## src/hdl/fhss_pkg.sv

```systemverilog
// types, codes and constants of the floppy head step and seek controller
// no dependencies
`default_nettype none

package fhss_pkg;

  localparam int RateBits    = 16;
  localparam int CfgIdxBits  = 3;
  localparam int CfgDataBits = 16;

  // item kinds
  localparam logic [1:0] KindTick  = 2'd0;
  localparam logic [1:0] KindCmd   = 2'd1;
  localparam logic [1:0] KindTrack = 2'd2;
  localparam logic [1:0] KindData  = 2'd3;

  // configuration register indexes
  localparam logic [CfgIdxBits-1:0] CfgStepRate0   = 3'd0;
  localparam logic [CfgIdxBits-1:0] CfgStepRate1   = 3'd1;
  localparam logic [CfgIdxBits-1:0] CfgStepRate2   = 3'd2;
  localparam logic [CfgIdxBits-1:0] CfgStepRate3   = 3'd3;
  localparam logic [CfgIdxBits-1:0] CfgMaxCylinder = 3'd4;
  localparam logic [CfgIdxBits-1:0] CfgDiskPresent = 3'd5;
  localparam logic [CfgIdxBits-1:0] CfgTracks      = 3'd6;

  // pending operation codes
  localparam logic [2:0] OpNone    = 3'd0;
  localparam logic [2:0] OpRestore = 3'd1;
  localparam logic [2:0] OpSeek    = 3'd2;
  localparam logic [2:0] OpStep    = 3'd3;
  localparam logic [2:0] OpStepIn  = 3'd4;
  localparam logic [2:0] OpStepOut = 3'd5;

  // command prefixes, bits 7..5
  localparam logic [2:0] CmdRestoreSeek = 3'b000;
  localparam logic [2:0] CmdStep        = 3'b001;
  localparam logic [2:0] CmdStepIn      = 3'b010;
  localparam logic [2:0] CmdStepOut     = 3'b011;
  localparam logic [2:0] CmdForceIrq    = 3'b110;

  localparam logic [7:0] StepInLimit = 8'd76;

  typedef struct packed {
    logic [3:0][RateBits-1:0] step_rate;
    logic [7:0]               max_cylinder;
    logic                     disk_present;
    logic [7:0]               tracks_per_side;
  } cfg_t;

  typedef struct packed {
    logic       busy_res;
    logic       seek_error;
    logic [7:0] track_value;
    logic [7:0] head_position;
    logic       finished;
    logic       nmi_request;
  } result_t;

endpackage

`default_nettype wire

```

## src/hdl/fhss_if.sv

```systemverilog
// handshake channels of the floppy head step and seek controller
// depends on fhss_pkg
`default_nettype none

interface fhss_in_if;
  logic       valid;
  logic       ready;
  logic [1:0] kind;
  logic [7:0] value;

  modport source (output valid, output kind, output value, input ready);
  modport sink (input valid, input kind, input value, output ready);
endinterface

interface fhss_out_if;
  logic       valid;
  logic       ready;
  logic       busy_res;
  logic       seek_error;
  logic [7:0] track_value;
  logic [7:0] head_position;
  logic       finished;
  logic       nmi_request;

  modport source (output valid, output busy_res, output seek_error, output track_value,
                  output head_position, output finished, output nmi_request, input ready);
  modport sink (input valid, input busy_res, input seek_error, input track_value,
                input head_position, input finished, input nmi_request, output ready);
endinterface

interface fhss_cfg_if;
  logic                              valid;
  logic                              ready;
  logic [fhss_pkg::CfgIdxBits-1:0]   index;
  logic [fhss_pkg::CfgDataBits-1:0]  data;

  modport source (output valid, output index, output data, input ready);
  modport sink (input valid, input index, input data, output ready);
endinterface

`default_nettype wire

```

## src/hdl/fhss_cfg.sv

```systemverilog
// configuration registers: step rates, cylinder limit, disk presence, track count
// depends on fhss_pkg
`default_nettype none

module fhss_cfg (
  input  wire logic                             clk_i,
  input  wire logic                             rst_ni,
  input  wire logic                             wr_i,
  input  wire logic [fhss_pkg::CfgIdxBits-1:0]  index_i,
  input  wire logic [fhss_pkg::CfgDataBits-1:0] data_i,
  output fhss_pkg::cfg_t                        cfg_o
);

  fhss_pkg::cfg_t cfg_q;

  always_ff @(posedge clk_i or negedge rst_ni) begin
    if (!rst_ni) begin
      cfg_q.step_rate[0]    <= fhss_pkg::RateBits'(6);
      cfg_q.step_rate[1]    <= fhss_pkg::RateBits'(12);
      cfg_q.step_rate[2]    <= fhss_pkg::RateBits'(20);
      cfg_q.step_rate[3]    <= fhss_pkg::RateBits'(30);
      cfg_q.max_cylinder    <= 8'd40;
      cfg_q.disk_present    <= 1'b0;
      cfg_q.tracks_per_side <= 8'd35;
    end else if (wr_i) begin
      unique case (index_i)
        fhss_pkg::CfgStepRate0:   cfg_q.step_rate[0] <= fhss_pkg::RateBits'(data_i);
        fhss_pkg::CfgStepRate1:   cfg_q.step_rate[1] <= fhss_pkg::RateBits'(data_i);
        fhss_pkg::CfgStepRate2:   cfg_q.step_rate[2] <= fhss_pkg::RateBits'(data_i);
        fhss_pkg::CfgStepRate3:   cfg_q.step_rate[3] <= fhss_pkg::RateBits'(data_i);
        fhss_pkg::CfgMaxCylinder: cfg_q.max_cylinder <= data_i[7:0];
        fhss_pkg::CfgDiskPresent: cfg_q.disk_present <= data_i[0];
        fhss_pkg::CfgTracks:      cfg_q.tracks_per_side <= data_i[7:0];
        default: ;
      endcase
    end
  end

  assign cfg_o = cfg_q;

endmodule

`default_nettype wire

```

## src/hdl/fhss_core.sv

```systemverilog
// controller state and its per-item update: ticks, commands, register writes
// depends on fhss_pkg
`default_nettype none

module fhss_core (
  input  wire logic       clk_i,
  input  wire logic       rst_ni,
  input  wire logic       en_i,
  input  wire logic [1:0] kind_i,
  input  wire logic [7:0] value_i,
  input  wire fhss_pkg::cfg_t cfg_i,
  output fhss_pkg::result_t res_o
);

  logic [2:0]                  op_q, op_d;
  logic [fhss_pkg::RateBits-1:0] wait_q, wait_d;
  logic [fhss_pkg::RateBits-1:0] rate_q, rate_d;
  logic [fhss_pkg::RateBits-1:0] wait_dec;
  logic [fhss_pkg::RateBits-1:0] sel_rate;
  logic [7:0] head_q, head_d;
  logic [7:0] track_q, track_d;
  logic [7:0] data_q, data_d;
  logic [7:0] target_q, target_d;
  logic       inward_q, inward_d;
  logic       verify_q, verify_d;
  logic       update_q, update_d;
  logic       busy_q, busy_d;
  logic       serr_q, serr_d;
  logic       done;
  logic       nmi;

  assign wait_dec = wait_q - fhss_pkg::RateBits'(1);
  assign sel_rate = cfg_i.step_rate[value_i[1:0]];

  always_comb begin
    op_d     = op_q;
    wait_d   = wait_q;
    rate_d   = rate_q;
    head_d   = head_q;
    track_d  = track_q;
    data_d   = data_q;
    target_d = target_q;
    inward_d = inward_q;
    verify_d = verify_q;
    update_d = update_q;
    busy_d   = busy_q;
    serr_d   = serr_q;
    done     = 1'b0;
    nmi      = 1'b0;
    if (en_i) begin
      unique case (kind_i)
        fhss_pkg::KindTick: begin
          if (op_q != fhss_pkg::OpNone && op_q <= fhss_pkg::OpStepOut) begin
            wait_d = wait_dec;
            if (wait_dec == '0) begin
              case (op_q)
                fhss_pkg::OpRestore: begin
                  if (head_q == 8'd0) begin
                    track_d = 8'd0;
                    op_d    = fhss_pkg::OpNone;
                    busy_d  = 1'b0;
                    serr_d  = 1'b0;
                    done    = 1'b1;
                  end else begin
                    head_d   = head_q - 8'd1;
                    inward_d = 1'b0;
                    wait_d   = rate_q;
                  end
                end
                fhss_pkg::OpSeek: begin
                  if (head_q == target_q) begin
                    op_d   = fhss_pkg::OpNone;
                    busy_d = 1'b0;
                    serr_d = verify_q &&
                             (!cfg_i.disk_present || head_q > cfg_i.tracks_per_side);
                    done   = 1'b1;
                  end else begin
                    if (head_q > target_q) begin
                      head_d   = head_q - 8'd1;
                      track_d  = track_q - 8'd1;
                      inward_d = 1'b0;
                    end else begin
                      if (head_q < cfg_i.max_cylinder) begin
                        head_d  = head_q + 8'd1;
                        track_d = track_q + 8'd1;
                      end
                      inward_d = 1'b1;
                    end
                    wait_d = rate_q;
                  end
                end
                fhss_pkg::OpStep: begin
                  if (!inward_q) begin
                    if (head_q > 8'd0) head_d = head_q - 8'd1;
                    if (update_q && track_q > 8'd0) track_d = track_q - 8'd1;
                  end else begin
                    if (head_q < cfg_i.max_cylinder) head_d = head_q + 8'd1;
                    if (update_q && track_q < cfg_i.max_cylinder) track_d = track_q + 8'd1;
                  end
                  op_d   = fhss_pkg::OpNone;
                  busy_d = 1'b0;
                  done   = 1'b1;
                end
                fhss_pkg::OpStepIn: begin
                  if (head_q < fhss_pkg::StepInLimit) begin
                    head_d   = head_q + 8'd1;
                    inward_d = 1'b1;
                  end
                  if (update_q && track_q < cfg_i.max_cylinder) track_d = track_q + 8'd1;
                  op_d   = fhss_pkg::OpNone;
                  busy_d = 1'b0;
                  done   = 1'b1;
                end
                default: begin
                  if (head_q > 8'd0) begin
                    head_d   = head_q - 8'd1;
                    inward_d = 1'b0;
                  end
                  if (update_q && track_q > 8'd0) track_d = track_q - 8'd1;
                  op_d   = fhss_pkg::OpNone;
                  busy_d = 1'b0;
                  done   = 1'b1;
                end
              endcase
            end
          end
        end
        fhss_pkg::KindCmd: begin
          unique case (value_i[7:5])
            fhss_pkg::CmdRestoreSeek, fhss_pkg::CmdStep, fhss_pkg::CmdStepIn,
            fhss_pkg::CmdStepOut: begin
              rate_d   = sel_rate;
              wait_d   = sel_rate;
              verify_d = value_i[2];
              busy_d   = 1'b1;
              serr_d   = 1'b0;
              if (value_i[7:5] == fhss_pkg::CmdRestoreSeek) begin
                head_d = track_q;
                if (value_i[4]) begin
                  target_d = data_q;
                  op_d     = fhss_pkg::OpSeek;
                end else begin
                  op_d = fhss_pkg::OpRestore;
                end
              end else begin
                update_d = value_i[4];
                op_d     = fhss_pkg::OpStep + (value_i[7:5] - fhss_pkg::CmdStep);
              end
            end
            fhss_pkg::CmdForceIrq: begin
              if (value_i[4]) begin
                op_d   = fhss_pkg::OpNone;
                busy_d = 1'b0;
                nmi    = value_i[3];
              end
            end
            default: ;
          endcase
        end
        fhss_pkg::KindTrack: track_d = value_i;
        default:             data_d  = value_i;
      endcase
    end
  end

  always_ff @(posedge clk_i or negedge rst_ni) begin
    if (!rst_ni) begin
      op_q     <= fhss_pkg::OpNone;
      wait_q   <= '0;
      rate_q   <= '0;
      head_q   <= 8'd0;
      track_q  <= 8'd0;
      data_q   <= 8'd0;
      target_q <= 8'd0;
      inward_q <= 1'b0;
      verify_q <= 1'b0;
      update_q <= 1'b0;
      busy_q   <= 1'b0;
      serr_q   <= 1'b0;
    end else begin
      op_q     <= op_d;
      wait_q   <= wait_d;
      rate_q   <= rate_d;
      head_q   <= head_d;
      track_q  <= track_d;
      data_q   <= data_d;
      target_q <= target_d;
      inward_q <= inward_d;
      verify_q <= verify_d;
      update_q <= update_d;
      busy_q   <= busy_d;
      serr_q   <= serr_d;
    end
  end

  assign res_o.busy_res      = busy_d;
  assign res_o.seek_error    = serr_d;
  assign res_o.track_value   = track_d;
  assign res_o.head_position = head_d;
  assign res_o.finished      = done;
  assign res_o.nmi_request   = nmi;

endmodule

`default_nettype wire

```

## src/hdl/floppy_head_step_seek_controller.sv

```systemverilog
// top level of the floppy head step and seek controller
// depends on fhss_pkg, fhss_if, fhss_cfg and fhss_core
//
// usage
//   in_i carries one item per handshake: kind (tick, command write, track
//   register write, data register write) and the byte written. out_o returns
//   exactly one result item per input item, in order: busy, seek error, track
//   register, head cylinder, finished and nmi request. cfg_i writes the step
//   rates, the cylinder limit, disk presence and the track count; it is always
//   ready. Users must write it only while the block is idle; it is not enforced.
// timing
//   an accepted item lands in an input register, is processed once the result
//   register can accept it, and its result is registered. one item per cycle is
//   sustained while out_o is ready; the state update is a single pass of compares
//   and increments between the input and result registers.
// reset and stall
//   reset empties both registers and loads the state and the configuration
//   with their initial values. while out_o stalls, the result register holds
//   its item and one more item waits in the input register before in_i
//   drops ready.
`default_nettype none

module floppy_head_step_seek_controller (
  input  wire logic   clk_i,
  input  wire logic   rst_ni,
  fhss_in_if.sink     in_i,
  fhss_out_if.source  out_o,
  fhss_cfg_if.sink    cfg_i
);

  logic              in_valid_q;
  logic [1:0]        kind_q;
  logic [7:0]        value_q;
  logic              out_valid_q;
  fhss_pkg::result_t res_q;
  fhss_pkg::result_t res;
  fhss_pkg::cfg_t    cfg;
  logic              advance;
  logic              proc;

  assign advance = !out_valid_q || out_o.ready;
  assign proc    = in_valid_q && advance;

  assign in_i.ready  = !in_valid_q || advance;
  assign cfg_i.ready = 1'b1;

  fhss_cfg u_cfg (
    .clk_i   (clk_i),
    .rst_ni  (rst_ni),
    .wr_i    (cfg_i.valid),
    .index_i (cfg_i.index),
    .data_i  (cfg_i.data),
    .cfg_o   (cfg)
  );

  fhss_core u_core (
    .clk_i   (clk_i),
    .rst_ni  (rst_ni),
    .en_i    (proc),
    .kind_i  (kind_q),
    .value_i (value_q),
    .cfg_i   (cfg),
    .res_o   (res)
  );

  always_ff @(posedge clk_i or negedge rst_ni) begin
    if (!rst_ni) begin
      in_valid_q  <= 1'b0;
      out_valid_q <= 1'b0;
    end else begin
      if (in_i.ready) in_valid_q <= in_i.valid;
      if (advance) out_valid_q <= in_valid_q;
    end
  end

  always_ff @(posedge clk_i) begin
    if (in_i.valid && in_i.ready) begin
      kind_q  <= in_i.kind;
      value_q <= in_i.value;
    end
    if (proc) res_q <= res;
  end

  assign out_o.valid         = out_valid_q;
  assign out_o.busy_res      = res_q.busy_res;
  assign out_o.seek_error    = res_q.seek_error;
  assign out_o.track_value   = res_q.track_value;
  assign out_o.head_position = res_q.head_position;
  assign out_o.finished      = res_q.finished;
  assign out_o.nmi_request   = res_q.nmi_request;

endmodule

`default_nettype wire

```

## src/flat_wrapper.sv

```systemverilog
// flat-port wrapper written by rule: the top's interface ports become plain ports
module floppy_head_step_seek_controller_flat 
  (clk_i, rst_ni, in_i_valid, in_i_kind, in_i_value, in_i_ready, out_o_valid, out_o_busy_res, out_o_seek_error, out_o_track_value, out_o_head_position, out_o_finished, out_o_nmi_request, out_o_ready, cfg_i_valid, cfg_i_index, cfg_i_data, cfg_i_ready);
  fhss_in_if in_i_i ();
  fhss_out_if out_o_i ();
  fhss_cfg_if cfg_i_i ();
  input  wire logic clk_i;
  input  wire logic rst_ni;
  input wire logic [$bits(in_i_i.valid)-1:0] in_i_valid;
  input wire logic [$bits(in_i_i.kind)-1:0] in_i_kind;
  input wire logic [$bits(in_i_i.value)-1:0] in_i_value;
  output wire logic [$bits(in_i_i.ready)-1:0] in_i_ready;
  output wire logic [$bits(out_o_i.valid)-1:0] out_o_valid;
  output wire logic [$bits(out_o_i.busy_res)-1:0] out_o_busy_res;
  output wire logic [$bits(out_o_i.seek_error)-1:0] out_o_seek_error;
  output wire logic [$bits(out_o_i.track_value)-1:0] out_o_track_value;
  output wire logic [$bits(out_o_i.head_position)-1:0] out_o_head_position;
  output wire logic [$bits(out_o_i.finished)-1:0] out_o_finished;
  output wire logic [$bits(out_o_i.nmi_request)-1:0] out_o_nmi_request;
  input wire logic [$bits(out_o_i.ready)-1:0] out_o_ready;
  input wire logic [$bits(cfg_i_i.valid)-1:0] cfg_i_valid;
  input wire logic [$bits(cfg_i_i.index)-1:0] cfg_i_index;
  input wire logic [$bits(cfg_i_i.data)-1:0] cfg_i_data;
  output wire logic [$bits(cfg_i_i.ready)-1:0] cfg_i_ready;
  assign in_i_i.valid = in_i_valid;
  assign in_i_i.kind = in_i_kind;
  assign in_i_i.value = in_i_value;
  assign in_i_ready = in_i_i.ready;
  assign out_o_valid = out_o_i.valid;
  assign out_o_busy_res = out_o_i.busy_res;
  assign out_o_seek_error = out_o_i.seek_error;
  assign out_o_track_value = out_o_i.track_value;
  assign out_o_head_position = out_o_i.head_position;
  assign out_o_finished = out_o_i.finished;
  assign out_o_nmi_request = out_o_i.nmi_request;
  assign out_o_i.ready = out_o_ready;
  assign cfg_i_i.valid = cfg_i_valid;
  assign cfg_i_i.index = cfg_i_index;
  assign cfg_i_i.data = cfg_i_data;
  assign cfg_i_ready = cfg_i_i.ready;
  floppy_head_step_seek_controller u_core (.clk_i(clk_i), .rst_ni(rst_ni), .in_i(in_i_i), .out_o(out_o_i), .cfg_i(cfg_i_i));
endmodule
```

## config.mk

```make
export PLATFORM = sky130hd
export DESIGN_NAME = floppy_head_step_seek_controller_flat
export DESIGN_NICKNAME = d
export VERILOG_FILES = /design/src/hdl/fhss_pkg.sv /design/src/hdl/fhss_if.sv /design/src/hdl/fhss_cfg.sv /design/src/hdl/fhss_core.sv /design/src/hdl/floppy_head_step_seek_controller.sv /design/src/flat_wrapper.sv
export SDC_FILE = /design/constraint.sdc
export NUM_CORES = 1
export LEC_CHECK = 0
export BUFFER_PORTS_ARGS = -buffer_cell sky130_fd_sc_hd__buf_2
export CORE_AREA = 2 2 193 100
export CTS_BUF_LIST = sky130_fd_sc_hd__clkbuf_8
export DETAILED_ROUTE_END_ITERATION = 6
export DIE_AREA = 0 0 195 102
export GPL_TIMING_DRIVEN = 0
export PLACE_DENSITY = 0.76
export REMOVE_ABC_BUFFERS = 1
export SLEW_MARGIN = 15
export SYNTH_ARGS = -nofsm -noshare
export SYNTH_HDL_FRONTEND = slang
export SYNTH_SLANG_ARGS = --single-unit
```

## constraint.sdc

```tcl
create_clock -name clk_i -period 2.75 [get_ports clk_i]
set_input_delay 0.55 -clock clk_i [delete_from_list [all_inputs] [get_ports clk_i]]
set_output_delay 0.55 -clock clk_i [all_outputs]
set_load 0.05 [all_outputs]
```

==> results of run 1 <==
state kept, by name (all words and copies together) (netlist names), 2 cells and up:
register and count:
u_core.u_core.target_q 8, u_core.out_o.head_position 8, u_core.u_core.data_q 8, u_core.u_core.rate_q 16, u_core.out_o.track_value 8, u_core.u_core.wait_q 16, u_core.u_core.track_q 8, u_core.u_core.op_q 3
u_core.kind_q 2, u_core.u_core.head_q 8, u_core.u_cfg.cfg_o 81, u_core.value_q 8
synth_stat cells, drive strengths merged, types with 5 or more instances:
cell / n
nand4: 11
o31ai: 9
nand2b: 13
a21oi: 41
nand3b: 5
a22oi: 5
a31oi: 18
inv: 36
xor2: 7
nand4b: 7
nor2: 50
xnor2: 8
and3: 10
o21a: 9
nor3: 19
mux4: 16
nor2b: 5
dfrtp: 140
o22ai: 9
nand3: 27
o21ai: 72
a211o: 10
clkbuf: 44
nand2: 125
buf: 8
nor4: 8
dfstp: 15
and2: 9
mux2: 94
edfxtp: 30
or3: 10
o211ai: 6
nor3b: 6
a21o: 5
ha: 38
a211oi: 12
placed cells by master, fill, tap and decap left out, types with 7 or more instances in the layout:
cell and n:
nand2_1 121, o21a_1 7, dfrtp_2 13, o21ai_0 46, a211oi_1 8, mux4_2 16, nor3_1 16, nand4b_1 7
o22ai_1 8, a211o_1 10, nor2_1 44, buf_2 54, mux2_2 93, a31oi_1 15, xnor2_1 8, a21oi_1 36
nand4_1 10, o21ai_2 11, and3_1 10, edfxtp_1 30, inv_1 32, dfstp_2 15, clkbuf_8 17, nand3_1 27
dfrtp_1 127, buf_4 34, o21ai_1 13, or3_1 10, nand2b_1 11, ha_1 37
area by class of cell:
type | instances | area [um^2]
fill | 1364 | 6030
multi-input combinational | 730 | 5720
sequential | 185 | 4810
timing repair buffer | 98 | 673
tap | 240 | 300
clock buffer | 17 | 234
clock inverter | 15 | 215
inverter | 36 | 139
timing repair inverter | 1 | 5.00
power groups by stage:
stage | combinational, uW | clock (uW) | sequential [uW]
3_3_place_gp | 3300 | 0 | 4250
6_report | 4210 | 2060 | 4260
2_1_floorplan | 2470 | 0 | 4180
3_5_place_dp | 3450 | 0 | 4280
4_1_cts | 4040 | 2080 | 4230
5_1_grt | 4610 | 2170 | 4340
cell families after synthesis:
kind of cell    Yosys count  synth area share
compound gates          242             0.153
simple gates            320             0.152
other cells               1          0.000360
mux                     113             0.139
xor+xnor                 15            0.0126
flops                   185             0.461
buf+inv                  88            0.0358
fa+ha+maj                38            0.0457
path summary, 6_finish.rpt:
path                            slack, ps                     from                       endpoint  cells past startpoint
worst min register to register        490  u_core.u_core.rate_q[3]        u_core.u_core.rate_q[3]                      2
max in group asynchronous            1350                   rst_ni         u_core.u_cfg.cfg_o[53]                      3
worst min-delay path                  230             in_i_kind[0]               u_core.kind_q[0]                      1
worst max register to register       -370  u_core.u_core.wait_q[0]  u_core.out_o.head_position[1]                     11
min in group asynchronous             580                   rst_ni         u_core.u_cfg.cfg_o[54]                      2
worst max-delay path                 -370  u_core.u_core.wait_q[0]  u_core.out_o.head_position[1]                     11
metrics by stage:
step	hold WS, ps	setup WS (ps)
after CTS	218	-264
final	234	-370
after detailed placement	462	-1170
after global routing	225	-493
after floorplan	254	-350
after global placement	458	-1230
repair_timing:
| item | CTS | global route |
|---|---|---|
| cloned | 2 | 0 |
| hold buffers | 1 | 0 |
| setup endpoints to repair | 82 | 82 |
| setup buffers | 26 | 9 |
| hold endpoints to repair | 31 | 0 |
| pin swaps | 28 | 6 |
| resized for setup | 93 | 24 |
routing by layer:
layer / GRT usage / up-vias / wire, um
met5: 0 / - / 0
met4: 0.108 / 0 / 822
met2: 0.483 / 392 / 13100
met1: 0.408 / 4193 / 12500
met3: 0.0528 / 72 / 2220
li1: - / 3850 / -
==> impl_metrics.csv, run 1 <==
group,metric,value,unit
layout,final_cell_area,12100,um^2
pwr,leakagePower,0.00504,uW
sta,fmax,321,MHz
route,final_antenna_net_count,0,
pwr,pwr-share-clk,0.195,
synth,synth-main-ff-cell,"dfrtp_1",
grt,grt_max_degree,105,
synth,yosys_warnings,0,
clock_tree,clk_pin_slew_worst_paths,130,ps
pwr,netSwitchingFraction,0.425,
clock_tree,ctsRootBufferMaster,"clkbuf_8",
run_status,violations,"negative setup slack",
floorplan,dieArea,19900,um^2
sta,layout_setup_ws,-370,ps
route,dr.pass1.iters,6,
clock_tree,cts.sinks,185,
pwr,p_comb_frac,0.400,
worst_setup_path,path_cells,"inv_2, ha_4, or4b_4, buf_6, xor2_2, a22oi_2, a211oi_4, and4b_4, o211a_1, o21ai_2, a221o_1",
route,viasPerCell,6.43,
sta,worst_slew_pin_slew,1040,ps
clock_tree,cts_tree,"built",
sta,slew_headroom,0.302,
synth,postSynthCellCount,1002,
synth,async_reset_ff_frac,0.838,
worst_setup_path,cp.required,2990,ps
grt,overflow,0,
synth,synth_top_area_cell,"dfrtp_1",
layout,layout-drive-gt1-share,0.331,
placed_design,dp_hpwl,19.1,mm
layout,final_util,0.667,
grt,track_usage,0.297,
sta,rsz0062_at_grt,"true",
layout,antenna_cells,0,
floorplan,coreArea,18100,um^2
worst_setup_path,crit_type,"flop to flop",
route,vias,8507,
worst_setup_path,worstPathArrival,3360,ps
worst_setup_path,max_stage_delay,530,ps
worst_setup_path,cpMaxStageDelayCell,"or4b_4",
synth,syn_area,10400,um^2
synth,synth_edf_count,30,
synth,syn_area_per_cell,10.4,um^2
sta,drv_slew,0,
clock_tree,cts_max_level,4,
worst_setup_path,critPathMaxFanout,7,
floorplan,rows,35,
route,drt_iter0_drc,825,
route,remaining_drc_errors,0,
sta,clock_skew,20.6,ps
floorplan,start_util,0.574,
synth,synthDistinctLibCells,79,
placed_design,dp.cells,1252,
floorplan,die_h,102,um
placed_design,numPortBuffers,55,
synth,seq_area_frac_synth,0.461,
sta,tns,-11190,ps
pwr,p_total,10500,uW
route,routed_wl,28.6,mm
sta,post-route-period-util,1.13,
grt,grt_first_pass_wirelength,45.7,mm
worst_setup_path,critPathCaptureType,"flop",
pwr,p_sw,4480,uW
floorplan,die_w,195,um
pwr,p_int,6050,uW
sta,finalHoldViolations,0,
flow_run,max-cap-violations,0,
clock_tree,cts-buffers-inserted,17,
worst_hold_path,holdCritPathClass,"input port to flop",
grt,grt_antenna_before_repair,0,
grt,grt_pass1_vias,8412,
pwr,ir_drop,401,uV
synth,ys_seq_elements,185,
layout,fin_nets,1141,
pwr,pwr-share-seq,0.405,
run_status,status,"complete, but fails checks",
worst_setup_path,cp_top_family,"compound AO/OA/AOI/OAI gates",
floorplan,num_io_pins,57,
clock_tree,insertion_delay,490,ps
pwr,power_density,871,nW/um^2
layout,final_cells,1322,
placed_design,gp_congestion,0.967,
clock_tree,clk_path_buf_depth,2,
sta,setup_violations,53,
synth,synth_top_area_frac,0.337,
layout,synthToLayoutAreaGrowth,16.2,%
sta,period_needed,3120,ps
worst_setup_path,path_buf_inv,2,
synth,synth_area_leaders,"dfrtp_1, mux2_2, edfxtp_1, ha_1, nand2_1",
placed_design,place_area,10900,um^2
route,wl_per_cell,21.6,um
worst_setup_path,startpoint_type,"flop",
Note: power is estimated with default switching activity, not from simulation.
==> run 2: changes to the inputs <==
--- a/config.mk
+++ b/config.mk
@@ -11,8 +11,10 @@
 export DETAILED_ROUTE_END_ITERATION = 6
 export DIE_AREA = 0 0 195 102
 export GPL_TIMING_DRIVEN = 0
+export MAX_ROUTING_LAYER = met4
 export PLACE_DENSITY = 0.76
 export REMOVE_ABC_BUFFERS = 1
+export SKIP_CTS_REPAIR_TIMING = 1
 export SLEW_MARGIN = 15
 export SYNTH_ARGS = -nofsm -noshare
 export SYNTH_HDL_FRONTEND = slang
==> run 2 against run 1 <==
  * The flow finishes with violations (negative hold slack, negative setup slack)
  * Global-route usage down 0.38 points
  * Utilization grew 0.39 points
  * Clock power about the same
  * Die area did not move
  * Wire length up 1.2%
  * Register-to-register slack got worse by 70 ps
  * Non-clock buffer count down 3
  * Clock skew shrank 0.54 ps
  * Fmax fell by 2.2%
  * Critical endpoint is now u_core.out_o.seek_error
  * Highest routed layer unchanged
==> impl_metrics.csv, run 2 (synthesis gave the netlist of run 1 again) <==
group,metric,value,unit
run_status,status,"complete, but fails checks",
run_status,violations,"negative hold slack, negative setup slack",
layout,layout_commonest_cell,"dfrtp_1",
grt,track_usage,0.293,
route,viasPerCell,6.49,
grt,grt_pass1_vias,8165,
worst_setup_path,path_cells,"inv_2, ha_4, or4b_4, buf_6, xor2_2, a22oi_2, a211oi_2, buf_4, and4b_4, nand2_2, o211ai_1, o31ai_2",
worst_setup_path,crit_cells,12,
route,final_antenna_net_count,0,
layout,layout-drive-gt1-share,0.335,
clock_tree,clk_path_buf_depth,2,
sta,clock_skew,20.0,ps
layout,largest_reg_flops,81,
worst_setup_path,rr_startpoint,"u_core.u_core.wait_q[0]",
route,remaining_drc_errors,0,
worst_setup_path,endpoint,"u_core.out_o.seek_error",
worst_setup_path,cpMaxStageDelayCell,"or4b_4",
clock_tree,ctsRootBufferMaster,"clkbuf_8",
grt,grt_first_pass_wirelength,43.4,mm
sta,layout_setup_ws,-438,ps
floorplan,die_w,195,um
layout,synthToLayoutAreaGrowth,16.9,%
route,vias,8571,
route,dr.pass1.iters,5,
sta,timing.hold.ws,-14.6,ps
clock_tree,insertion_delay,490,ps
route,drt_iter0_drc,879,
layout,final_cell_area,12200,um^2
layout,final_cell_mix,"dfrtp_1, nand2_1, mux2_2, buf_2, o21ai_0",
floorplan,rows,35,
sta,setup_violations,57,
clock_tree,clk_pin_slew_worst_paths,120,ps
clock_tree,cts.sinks,185,
grt,overflow,0,
sta,drv_slew,0,
grt,grt_antenna_before_repair,0,
clock_tree,cts-buffers-inserted,17,
clock_tree,cts_max_level,4,
sta,finalHoldViolations,7,
worst_setup_path,cp.required,2980,ps
layout,regArea,4820,um^2
placed_design,gp_congestion,0.994,
worst_setup_path,worstPathArrival,3420,ps
sta,worst_slew_pin_slew,1150,ps
worst_hold_path,holdCritPathClass,"input port to async pin",
route,routed_wl,29.0,mm
flow_run,max-cap-violations,0,
sta,post-route-period-util,1.16,
floorplan,start_util,0.574,
layout,antenna_cells,0,
layout,num-fill-cells,1382,
sta,period_needed,3190,ps
placed_design,dp_hpwl,19.2,mm
pwr,ir_drop,465,uV
pwr,power_density,872,nW/um^2
sta,slew_headroom,0.228,
worst_setup_path,critPathMaxFanout,7,
worst_setup_path,r2r-end,"u_core.out_o.seek_error",
worst_setup_path,cp_top_family,"simple AND/OR/NAND/NOR gates",
floorplan,num_io_pins,57,
floorplan,coreArea,18100,um^2
layout,fin_nets,1139,
worst_setup_path,startpoint_type,"flop",
floorplan,dieArea,19900,um^2
layout,multiInputGateArea,5780,um^2
placed_design,place_area,10900,um^2
placed_design,numPortBuffers,55,
worst_setup_path,startpoint,"u_core.u_core.wait_q[0]",
sta,fmax,314,MHz
worst_setup_path,critPathCaptureType,"flop",
worst_setup_path,path_buf_inv,3,
grt,grt_max_degree,89,
pwr,p_total,10600,uW
sta,rsz0062_at_grt,"true",
pwr,leakagePower,0.00505,uW
worst_setup_path,reg2reg_depth,12,
worst_setup_path,crit_type,"flop to flop",
floorplan,die_h,102,um
worst_setup_path,max_stage_delay,550,ps
worst_setup_path,reg2reg_slack,-440,ps
clock_tree,cts_tree,"built",
route,wl_per_cell,22.0,um
[run 2: through the flow]
step / hold WS, ps / util / worst slack (ps) / std cells / setup TNS [ps]
2_1_floorplan: 254 / - / -350 / 950 / -6110
3_3_place_gp: 460 / 0.593 / -1200 / 1245 / -252980
3_5_place_dp: 465 / 0.600 / -1220 / 1252 / -62090
4_1_cts: 4.75 / 0.625 / -1190 / 1284 / -60100
5_1_grt: 0.958 / 0.671 / -461 / 1320 / -17610
6_report: -14.6 / 0.671 / -438 / 1320 / -12710
[run 2: power breakdown]
part | internal, uW | total [uW] | switching [uW]
clock | 881 | 2080 | 1200
combinational | 1840 | 4240 | 2400
sequential | 3520 | 4300 | 779
[run 2: how the worst min path moves through the flow]
stage / cells after the start / slack, ps / from / end
after global placement: 2 / 460 / u_core.u_core.rate_q[11] / u_core.u_core.rate_q[11]
final: 1 / -10 / rst_ni / u_core.u_cfg.cfg_o[54]
after floorplan: 0 / 250 / rst_ni / u_core.in_valid_q
after global routing: 1 / 1 / rst_ni / u_core.u_cfg.cfg_o[22]
after CTS: 1 / 5 / rst_ni / u_core.u_cfg.cfg_o[54]
after detailed placement: 2 / 460 / u_core.u_core.rate_q[12] / u_core.u_core.rate_q[12]
[run 2: layer usage]
layer	global-route usage	wire length, um	share of wire	vias up
met1	0.381	12800	0.44	4285
met2	0.468	13500	0.47	370
li1	-	-	-	3845
met5	-	0	0	-
met3	0.0502	1920	0.066	71
met4	0.112	797	0.028	0
[run 2: layout make-up]
type,count,area share
Clock buffer,17,0.0192
Clock inverter,15,0.0182
Inverter,36,0.0114
Multi-Input combinational cell,731,0.475
Sequential cell,185,0.396
Tap cell,240,0.0247
Timing Repair Buffer,95,0.0553
Timing Repair inverter,1,0.000411
